===== config.mk =====
export PLATFORM = sky130hd
export DESIGN_NAME = pid_controller_antiwindup_top
export DESIGN_NICKNAME = d
export VERILOG_FILES = /design/src/pid_aw_pkg.sv /design/src/pid_controller_antiwindup_top.sv
export SDC_FILE = /design/constraint.sdc
export NUM_CORES = 2
export LEC_CHECK = 0
export ABC_AREA = 0
export BUFFER_PORTS_ARGS = -buffer_cell sky130_fd_sc_hd__buf_2
export CORE_ASPECT_RATIO = 0.5
export CORE_MARGIN = 10
export CORE_UTILIZATION = 55
export DETAILED_ROUTE_END_ITERATION = 8
export GPL_TIMING_DRIVEN = 1
export PLACE_DENSITY = 0.78
export SETUP_SLACK_MARGIN = 0.15
export SLEW_MARGIN = 20
export SYNTH_ARGS = -nofsm -noshare
export SYNTH_HDL_FRONTEND = slang
export SYNTH_SLANG_ARGS = --single-unit

===== constraint.sdc =====
create_clock -name i_clk -period 27.2 [get_ports i_clk]
set_input_delay 5.44 -clock i_clk [delete_from_list [all_inputs] [get_ports i_clk]]
set_output_delay 5.44 -clock i_clk [all_outputs]
set_load 0.1 [all_outputs]

===== src/pid_aw_pkg.sv =====
`timescale 1ns / 1ps
`default_nettype none
// ----------------------------------------------------------------------------
// pid_aw_pkg
// Shared types, register indexes and the control store of the PID sequencer.
// ----------------------------------------------------------------------------
package pid_aw_pkg;

    localparam int IN_DATA_W  = 48;
    localparam int OUT_DATA_W = 32;
    localparam int OUT_USER_W = 3;
    localparam int CFG_IDX_W  = 3;
    localparam int CFG_DATA_W = 32;
    localparam int STEP_W     = 4;
    localparam int DIV_BITS   = 17;
    localparam int DIV_CNT_W  = 5;

    localparam logic [CFG_IDX_W-1:0] REG_PROP_GAIN     = 3'd0;
    localparam logic [CFG_IDX_W-1:0] REG_INTEG_GAIN    = 3'd1;
    localparam logic [CFG_IDX_W-1:0] REG_DERIV_GAIN    = 3'd2;
    localparam logic [CFG_IDX_W-1:0] REG_INTEG_FLOOR   = 3'd3;
    localparam logic [CFG_IDX_W-1:0] REG_INTEG_CEILING = 3'd4;

    typedef enum logic [2:0] {
        MUL_NONE = 3'd0,
        MUL_EDT  = 3'd1,
        MUL_P    = 3'd2,
        MUL_I    = 3'd3,
        MUL_D    = 3'd4
    } t_mul_sel;

    typedef enum logic [1:0] {
        ACC_NONE = 2'd0,
        ACC_LOAD = 2'd1,
        ACC_ADD  = 2'd2
    } t_acc_op;

    typedef enum logic [1:0] {
        C_NONE     = 2'd0,
        C_NO_INPUT = 2'd1,
        C_DIV_MORE = 2'd2,
        C_OUT_BUSY = 2'd3
    } t_cond;

    typedef struct packed {
        t_mul_sel           mul_sel;
        t_acc_op            acc_op;
        logic               isum_en;
        logic               clamp_en;
        logic               div_en;
        logic               dfix_en;
        logic               out_en;
        t_cond              cond;
        logic [STEP_W-1:0]  target;
        logic               last;
    } t_uword;

    localparam logic [STEP_W-1:0] S_WAIT  = 4'd0;
    localparam logic [STEP_W-1:0] S_EDT   = 4'd1;
    localparam logic [STEP_W-1:0] S_ISUM  = 4'd2;
    localparam logic [STEP_W-1:0] S_CLAMP = 4'd3;
    localparam logic [STEP_W-1:0] S_DIV   = 4'd4;
    localparam logic [STEP_W-1:0] S_DFIX  = 4'd5;
    localparam logic [STEP_W-1:0] S_MULI  = 4'd6;
    localparam logic [STEP_W-1:0] S_MULD  = 4'd7;
    localparam logic [STEP_W-1:0] S_ADDD  = 4'd8;
    localparam logic [STEP_W-1:0] S_OUT   = 4'd9;

    function automatic t_uword uc_rom(input logic [STEP_W-1:0] addr);
        t_uword w;
        w = '{mul_sel: MUL_NONE, acc_op: ACC_NONE, isum_en: 1'b0, clamp_en: 1'b0,
              div_en: 1'b0, dfix_en: 1'b0, out_en: 1'b0, cond: C_NONE,
              target: S_WAIT, last: 1'b0};
        case (addr)
            S_WAIT: begin
                w.cond   = C_NO_INPUT;
                w.target = S_WAIT;
            end
            S_EDT:   w.mul_sel  = MUL_EDT;
            S_ISUM:  w.isum_en  = 1'b1;
            S_CLAMP: w.clamp_en = 1'b1;
            S_DIV: begin
                w.div_en = 1'b1;
                w.cond   = C_DIV_MORE;
                w.target = S_DIV;
            end
            S_DFIX: begin
                w.dfix_en = 1'b1;
                w.mul_sel = MUL_P;
            end
            S_MULI: begin
                w.mul_sel = MUL_I;
                w.acc_op  = ACC_LOAD;
            end
            S_MULD: begin
                w.mul_sel = MUL_D;
                w.acc_op  = ACC_ADD;
            end
            S_ADDD:  w.acc_op = ACC_ADD;
            S_OUT: begin
                w.out_en = 1'b1;
                w.cond   = C_OUT_BUSY;
                w.target = S_OUT;
                w.last   = 1'b1;
            end
            default: w.last = 1'b1;
        endcase
        return w;
    endfunction

endpackage
`default_nettype wire


===== src/pid_controller_antiwindup_top.sv =====
`timescale 1ns / 1ps
`default_nettype none
// A new input word is taken only at the wait step, so each word runs through
// every step of the control store before the next is accepted; the output step
// holds while the output word is held. The 17-step restoring divider for the
// derivative and the shared 32x32 multiplier (four products per word) set its length.
// Reset (synchronous, active low): gains 0, clamps at full range, integral
// and last error 0, sequencer at its wait step, no output word pending.
// ----------------------------------------------------------------------------
// pid_controller_antiwindup_top
// Fixed-point PID controller with clamped integral, microcoded datapath.
// ----------------------------------------------------------------------------
module pid_controller_antiwindup_top
    import pid_aw_pkg::*;
(
    input  wire                     i_clk,
    input  wire                     i_rst_n,
    input  wire                     i_cfg_wr_en,
    input  wire [CFG_IDX_W-1:0]     i_cfg_index,
    input  wire [CFG_DATA_W-1:0]    i_cfg_data,
    input  wire                     s_axis_tvalid,
    output logic                    s_axis_tready,
    // [15:0] target, [31:16] measured, [47:32] elapsed_ms
    input  wire [IN_DATA_W-1:0]     s_axis_tdata,
    output logic                    m_axis_tvalid,
    input  wire                     m_axis_tready,
    // [31:0] drive
    output logic [OUT_DATA_W-1:0]   m_axis_tdata,
    // [0] out_saturated, [1] integ_clamped, [2] zero_interval
    output logic [OUT_USER_W-1:0]   m_axis_tuser
);

    logic signed [31:0] r_prop_gain, r_integ_gain, r_deriv_gain;
    logic signed [31:0] r_floor, r_ceil;

    logic [STEP_W-1:0]    r_step, n_step;
    logic [DIV_CNT_W-1:0] r_cnt;
    t_uword               uw;

    logic signed [16:0]   r_err, r_last_err;
    logic [15:0]          r_dt;
    logic                 r_zdt, r_neg, r_clamped;
    logic signed [31:0]   r_integ;
    logic signed [33:0]   r_isum;
    logic [15:0]          r_rem;
    logic [DIV_BITS-1:0]  r_quo;
    logic signed [17:0]   r_deriv;
    logic signed [63:0]   r_prod, r_acc;

    logic                 in_fire, cond_hit;
    logic signed [16:0]   in_err;
    logic signed [17:0]   in_diff, in_mag;
    logic signed [31:0]   mul_a, mul_b;
    logic [16:0]          div_trial;
    logic                 div_ge;
    logic signed [33:0]   ceil_x, floor_x;
    logic                 sum_ovf;
    logic                 out_busy;

    assign uw            = uc_rom(r_step);
    assign s_axis_tready = (r_step == S_WAIT);
    assign in_fire       = s_axis_tvalid && s_axis_tready;
    assign out_busy      = m_axis_tvalid && !m_axis_tready;

    assign in_err  = 17'(signed'(s_axis_tdata[15:0])) - 17'(signed'(s_axis_tdata[31:16]));
    assign in_diff = 18'(in_err) - 18'(r_last_err);
    assign in_mag  = in_diff[17] ? -in_diff : in_diff;

    // sequencer
    always_comb begin
        case (uw.cond)
            C_NO_INPUT: cond_hit = !in_fire;
            C_DIV_MORE: cond_hit = (r_cnt != DIV_CNT_W'(DIV_BITS - 1));
            C_OUT_BUSY: cond_hit = out_busy;
            default:    cond_hit = 1'b0;
        endcase
        if (cond_hit) begin
            n_step = uw.target;
        end else if (uw.last) begin
            n_step = S_WAIT;
        end else begin
            n_step = r_step + 1'b1;
        end
    end

    always_ff @(posedge i_clk) begin
        if (!i_rst_n) begin
            r_step <= S_WAIT;
        end else begin
            r_step <= n_step;
        end
    end

    // configuration
    always_ff @(posedge i_clk) begin
        if (!i_rst_n) begin
            r_prop_gain  <= '0;
            r_integ_gain <= '0;
            r_deriv_gain <= '0;
            r_floor      <= 32'sh8000_0000;
            r_ceil       <= 32'sh7FFF_FFFF;
        end else if (i_cfg_wr_en) begin
            case (i_cfg_index)
                REG_PROP_GAIN:     r_prop_gain  <= i_cfg_data;
                REG_INTEG_GAIN:    r_integ_gain <= i_cfg_data;
                REG_DERIV_GAIN:    r_deriv_gain <= i_cfg_data;
                REG_INTEG_FLOOR:   r_floor      <= i_cfg_data;
                REG_INTEG_CEILING: r_ceil       <= i_cfg_data;
                default: ;
            endcase
        end
    end

    // shared multiplier
    always_comb begin
        case (uw.mul_sel)
            MUL_EDT: begin
                mul_a = signed'({16'd0, r_dt});
                mul_b = 32'(r_err);
            end
            MUL_P: begin
                mul_a = r_prop_gain;
                mul_b = 32'(r_err);
            end
            MUL_I: begin
                mul_a = r_integ_gain;
                mul_b = r_integ;
            end
            MUL_D: begin
                mul_a = r_deriv_gain;
                mul_b = 32'(r_deriv);
            end
            default: begin
                mul_a = '0;
                mul_b = '0;
            end
        endcase
    end

    assign div_trial = {r_rem, r_quo[DIV_BITS-1]};
    assign div_ge    = (div_trial >= {1'b0, r_dt});
    assign ceil_x    = 34'(r_ceil);
    assign floor_x   = 34'(r_floor);
    assign sum_ovf   = !((&r_acc[63:47]) || !(|r_acc[63:47]));

    // datapath
    always_ff @(posedge i_clk) begin
        if (in_fire) begin
            r_err  <= in_err;
            r_dt   <= s_axis_tdata[47:32];
            r_zdt  <= (s_axis_tdata[47:32] == 16'd0);
            r_neg  <= in_diff[17];
            r_quo  <= in_mag[DIV_BITS-1:0];
            r_rem  <= '0;
        end
        if (uw.mul_sel != MUL_NONE) begin
            r_prod <= mul_a * mul_b;
        end
        if (uw.isum_en) begin
            r_isum <= 34'(r_integ) + r_prod[33:0];
        end
        if (uw.div_en) begin
            r_rem <= div_ge ? 16'(div_trial - {1'b0, r_dt}) : div_trial[15:0];
            r_quo <= {r_quo[DIV_BITS-2:0], div_ge};
        end
        if (uw.dfix_en) begin
            if (r_zdt) begin
                r_deriv <= '0;
            end else if (r_neg) begin
                r_deriv <= -signed'({1'b0, r_quo});
            end else begin
                r_deriv <= signed'({1'b0, r_quo});
            end
        end
        case (uw.acc_op)
            ACC_LOAD: r_acc <= r_prod;
            ACC_ADD:  r_acc <= r_acc + r_prod;
            default: ;
        endcase
    end

    // controller state and step counter
    always_ff @(posedge i_clk) begin
        if (!i_rst_n) begin
            r_integ    <= '0;
            r_last_err <= '0;
            r_cnt      <= '0;
            r_clamped  <= 1'b0;
        end else begin
            if (in_fire) begin
                r_last_err <= in_err;
                r_cnt      <= '0;
            end else if (uw.div_en) begin
                r_cnt <= r_cnt + 1'b1;
            end
            if (uw.clamp_en) begin
                if (r_isum > ceil_x) begin
                    r_integ   <= r_ceil;
                    r_clamped <= 1'b1;
                end else if (r_isum < floor_x) begin
                    r_integ   <= r_floor;
                    r_clamped <= 1'b1;
                end else begin
                    r_integ   <= r_isum[31:0];
                    r_clamped <= 1'b0;
                end
            end
        end
    end

    // output word register
    always_ff @(posedge i_clk) begin
        if (!i_rst_n) begin
            m_axis_tvalid <= 1'b0;
        end else if (uw.out_en && !out_busy) begin
            m_axis_tvalid <= 1'b1;
        end else if (m_axis_tready) begin
            m_axis_tvalid <= 1'b0;
        end
    end

    always_ff @(posedge i_clk) begin
        if (uw.out_en && !out_busy) begin
            if (sum_ovf) begin
                m_axis_tdata <= r_acc[63] ? 32'h8000_0000 : 32'h7FFF_FFFF;
            end else begin
                m_axis_tdata <= r_acc[47:16];
            end
            m_axis_tuser <= {r_zdt, r_clamped, sum_ovf};
        end
    end

`ifndef NO_ASSERTIONS
    a_step_range: assert property (@(posedge i_clk) disable iff (!i_rst_n)
        r_step <= S_OUT)
        else $error("sequencer step out of program");

    a_out_from_seq: assert property (@(posedge i_clk) disable iff (!i_rst_n)
        $rose(m_axis_tvalid) |-> ($past(r_step) == S_OUT))
        else $error("output word raised outside output step");

    a_rem_bound: assert property (@(posedge i_clk) disable iff (!i_rst_n)
        (r_step == S_DIV && r_dt != 16'd0) |-> (r_rem < r_dt))
        else $error("divider remainder not below divisor");

    a_zdt_deriv: assert property (@(posedge i_clk) disable iff (!i_rst_n)
        (r_step == S_MULI && r_zdt) |-> (r_deriv == 18'sd0))
        else $error("derivative not forced to zero");

    a_clamp_range: assert property (@(posedge i_clk) disable iff (!i_rst_n)
        ($past(r_step) == S_CLAMP && $past(r_floor) <= $past(r_ceil))
        |-> (r_integ <= $past(r_ceil) && r_integ >= $past(r_floor)))
        else $error("integral outside clamp window");
`endif

endmodule
`default_nettype wire

==> impl_metrics.tcl <==
set metrics [dict create \
    dr.pass1.iters 7 \
    max_stage_delay_ns 0.97 \
    cts_tree "built" \
    reg2reg_setup_slack_ns 15.34 \
    postCtsHoldBufs 0 \
    p_leak_nw 31.51 \
    drv_slew 0 \
    hp-class "register to register" \
    rows 88 \
    min_period_ns 11.86 \
    grt_pass1_wl_um 316000 \
    cp-start-kind "register" \
    dp_hpwl_um 163300 \
    die_h_um 262.0 \
    dr.first_iter.drc_count 5856 \
    cp_slowest_cell "fa_1" \
    synth_top_cell_area_share_pct 33.77 \
    setup_viol 0 \
    clk-insertion-delay-late_ns 0.66 \
    synth_edf_count 283 \
    post-route-period-util_pct 43.61 \
    slew_headroom_pct 17.61 \
    fin_nets 8475 \
    yosys_warnings 0 \
    grt_max_degree 88 \
    die_area_sq_um 132100 \
    synth_nets 8524 \
    clock_skew_ns 0.04093 \
    synth-main-ff-cell "edfxtp_1" \
    die_width_um 504.1 \
    ys_types 110 \
    routed_via_density 5.955 \
    rsz0062_at_grt "no" \
    max_clock_freq_ghz 0.08431 \
    yosysMostFrequentCell "inv_1" \
    syn_area_sq_um 64430 \
    critPathKind "register to register" \
    critPathCapture "r_prod[63]" \
    synthTopCellsByArea "fa_1 (34%), edfxtp_1 (13%), ha_1 (7.9%)" \
    cp_num_buf_inv 6 \
    cts-root-buf "clkbuf_16" \
    htreeDepth 2 \
    clk_pin_slew_worst_paths_ns 0.07 \
    status "finished clean" \
    endpoint_kind "register" \
    crit_path_max_fanout 48 \
    post_cts_buffers 0 \
    tns_ns 0 \
    core_area_sq_um 115800 \
    synth_commonest_cells "inv_1 (1165), fa_1 (1087), nand2_1 (1005)" \
    post_cts_resized 0 \
    p_per_area_nw_per_um2 47.36 \
    cp.required_ns 27.57 \
    syn_avg_cell_area_sq_um 9.279 \
    finalHoldViolations 0 \
    crit_family "adder cells" \
    multi_input_area_sq_um 46120 \
    initial_core_util_pct 55.63 \
    cp.depth 32 \
    gp_congestion 1.038 \
    cts_buffer_depth 3 \
    arrival_ns 12.23 \
    async_flop_share_pct 0 \
    track_usage_pct 31.58 \
    tightestPinTransition_ns 1.233 \
    grt_pass1_vias 50710 \
    area_growth_pct 6.249 \
    synth_top_area_cell "fa_1" \
    reg2reg_from "r_step[0]" \
    cts_sinks 503 \
    yosys_register_bits 503 \
    avgRoutedWirePerCell_um 24.67 \
    cts_made_buffers 49 \
    cap_violations 0 \
    worstRegToRegCells 32 \
    peakVddDrop_mv 0.04807 \
    fillers 9948 \
    port-buffer-count 124 \
    wl_um 210100 \
    gr-total-overflow 0 \
    via_count 50720 \
    cpMostUsedCell "fa_1" \
    seq_area_frac_synth_pct 20.02 \
    drc_errors 0 \
    worstReg2RegEnd "r_prod[63]" \
    crit_path_start "r_step[0]" \
    final_util_pct 59.10 \
    regArea_sq_um 12900 \
    syn_inst 6944 \
    antenna_found_initial 12 \
    ant_nets 0 \
    layout-drive-gt1-share_pct 6.675 \
    ios 125 \
]
worst min-delay path: stages, from the launching register on:
cell and delay (ns):
dfxtp_1 0.31, nand3_1 0.06, o21ai_1 0.05
cell families (layout without fill, tap and decap cells):
group / Yosys count / in the layout / share of synthesized area [%]
flip-flops: 503 / 503 / 20.02
multiplexers: 99 / 99 / 1.637
AND/OR/NAND/NOR: 2090 / 2090 / 13.60
other: 0 / 6 / 0
buffers and inverters: 1491 / 1483 / 8.828
adder cells (fa/ha/maj): 1492 / 1492 / 41.64
XOR/XNOR: 221 / 221 / 3.004
AO/OA/AOI/OAI: 1048 / 1048 / 11.27
sequential cells by signal, summed over array words and instances, names as in the netlist, 5 cells and up:
name,count
r_cnt,5
r_isum,34
r_prod,64
r_quo,17
r_floor,32
m_axis_tdata,32
r_integ_gain,32
r_err,17
r_integ,32
r_deriv,18
r_prop_gain,32
r_deriv_gain,32
r_ceil,32
r_rem,16
r_acc,64
r_last_err,17
r_dt,16
stage by stage:
step                setup WS (ns)  power (W)  cells  cell area [sq um]  hold slack [ns]
floorplan                   16.78   0.001972   6944              64430           0.4093
global placement            15.80   0.002418   8418              66730           0.4260
detailed placement          15.66   0.002446   8418              66730           0.4203
CTS                         15.60   0.003185   8510              68430           0.4605
global route                14.97   0.003396   8511              68450           0.4853
finish                      15.34   0.003242   8517              68460           0.4612
where the power goes:
group,switching (W),internal [W],total (W)
clock network,0.000338,0.000405,0.000744
logic,0.000955,0.000518,0.00147
registers,0.0000979,0.000927,0.00102
cells in the final DEF (no fill, tap or decap), types with 47 or more instances in the layout:
master and n:
buf_2 123, a22oi_1 60, fa_1 1087, edfxtp_1 283, mux2i_1 51, ha_1 404
xnor2_1 136, dfxtp_1 220, a21boi_0 148, a21o_1 152, inv_1 1164, nand2_1 1003
mux2_2 47, xor2_1 85, clkbuf_16 53, a21oi_1 211, nor2_1 717, buf_4 100
o21ai_0 143
area by class of cell:
cell class / count / share of cell area, %
Multi-Input combinational cell: 4950 / 67.36
Sequential cell: 503 / 18.85
Inverter: 1168 / 6.406
Tap cell: 1575 / 2.878
Clock buffer: 66 / 2.096
Timing Repair Buffer: 223 / 1.996
Clock inverter: 26 / 0.3948
Antenna cell: 6 / 0.02193
per-layer routing:
metal  GRT usage, %  wire length (um)  up-vias  share of wire (%)
met5          1.103               248        -               0.12
met4          9.516              7963        8                3.8
met3          16.62             37850      515                 18
met2          42.76             79200     3342                 38
met1          43.41             84880    24880                 40
li1               -                 -    21980                  -
worst min path at each step:
| stage | slack [ns] | end | depth (start not counted) | start |
|---|---|---|---|---|
| finish | 0.46 | r_last_err[14] | 2 | r_last_err[14] |
| global route | 0.49 | r_integ_gain[26] | 2 | r_integ_gain[26] |
| CTS | 0.46 | r_last_err[14] | 2 | r_last_err[14] |
| detailed placement | 0.42 | m_axis_tuser[1] | 0 | r_clamped |
| global placement | 0.43 | m_axis_tuser[1] | 0 | r_clamped |
| floorplan | 0.41 | m_axis_tuser[1] | 0 | r_clamped |
Note: power is estimated with default switching activity, not from simulation.
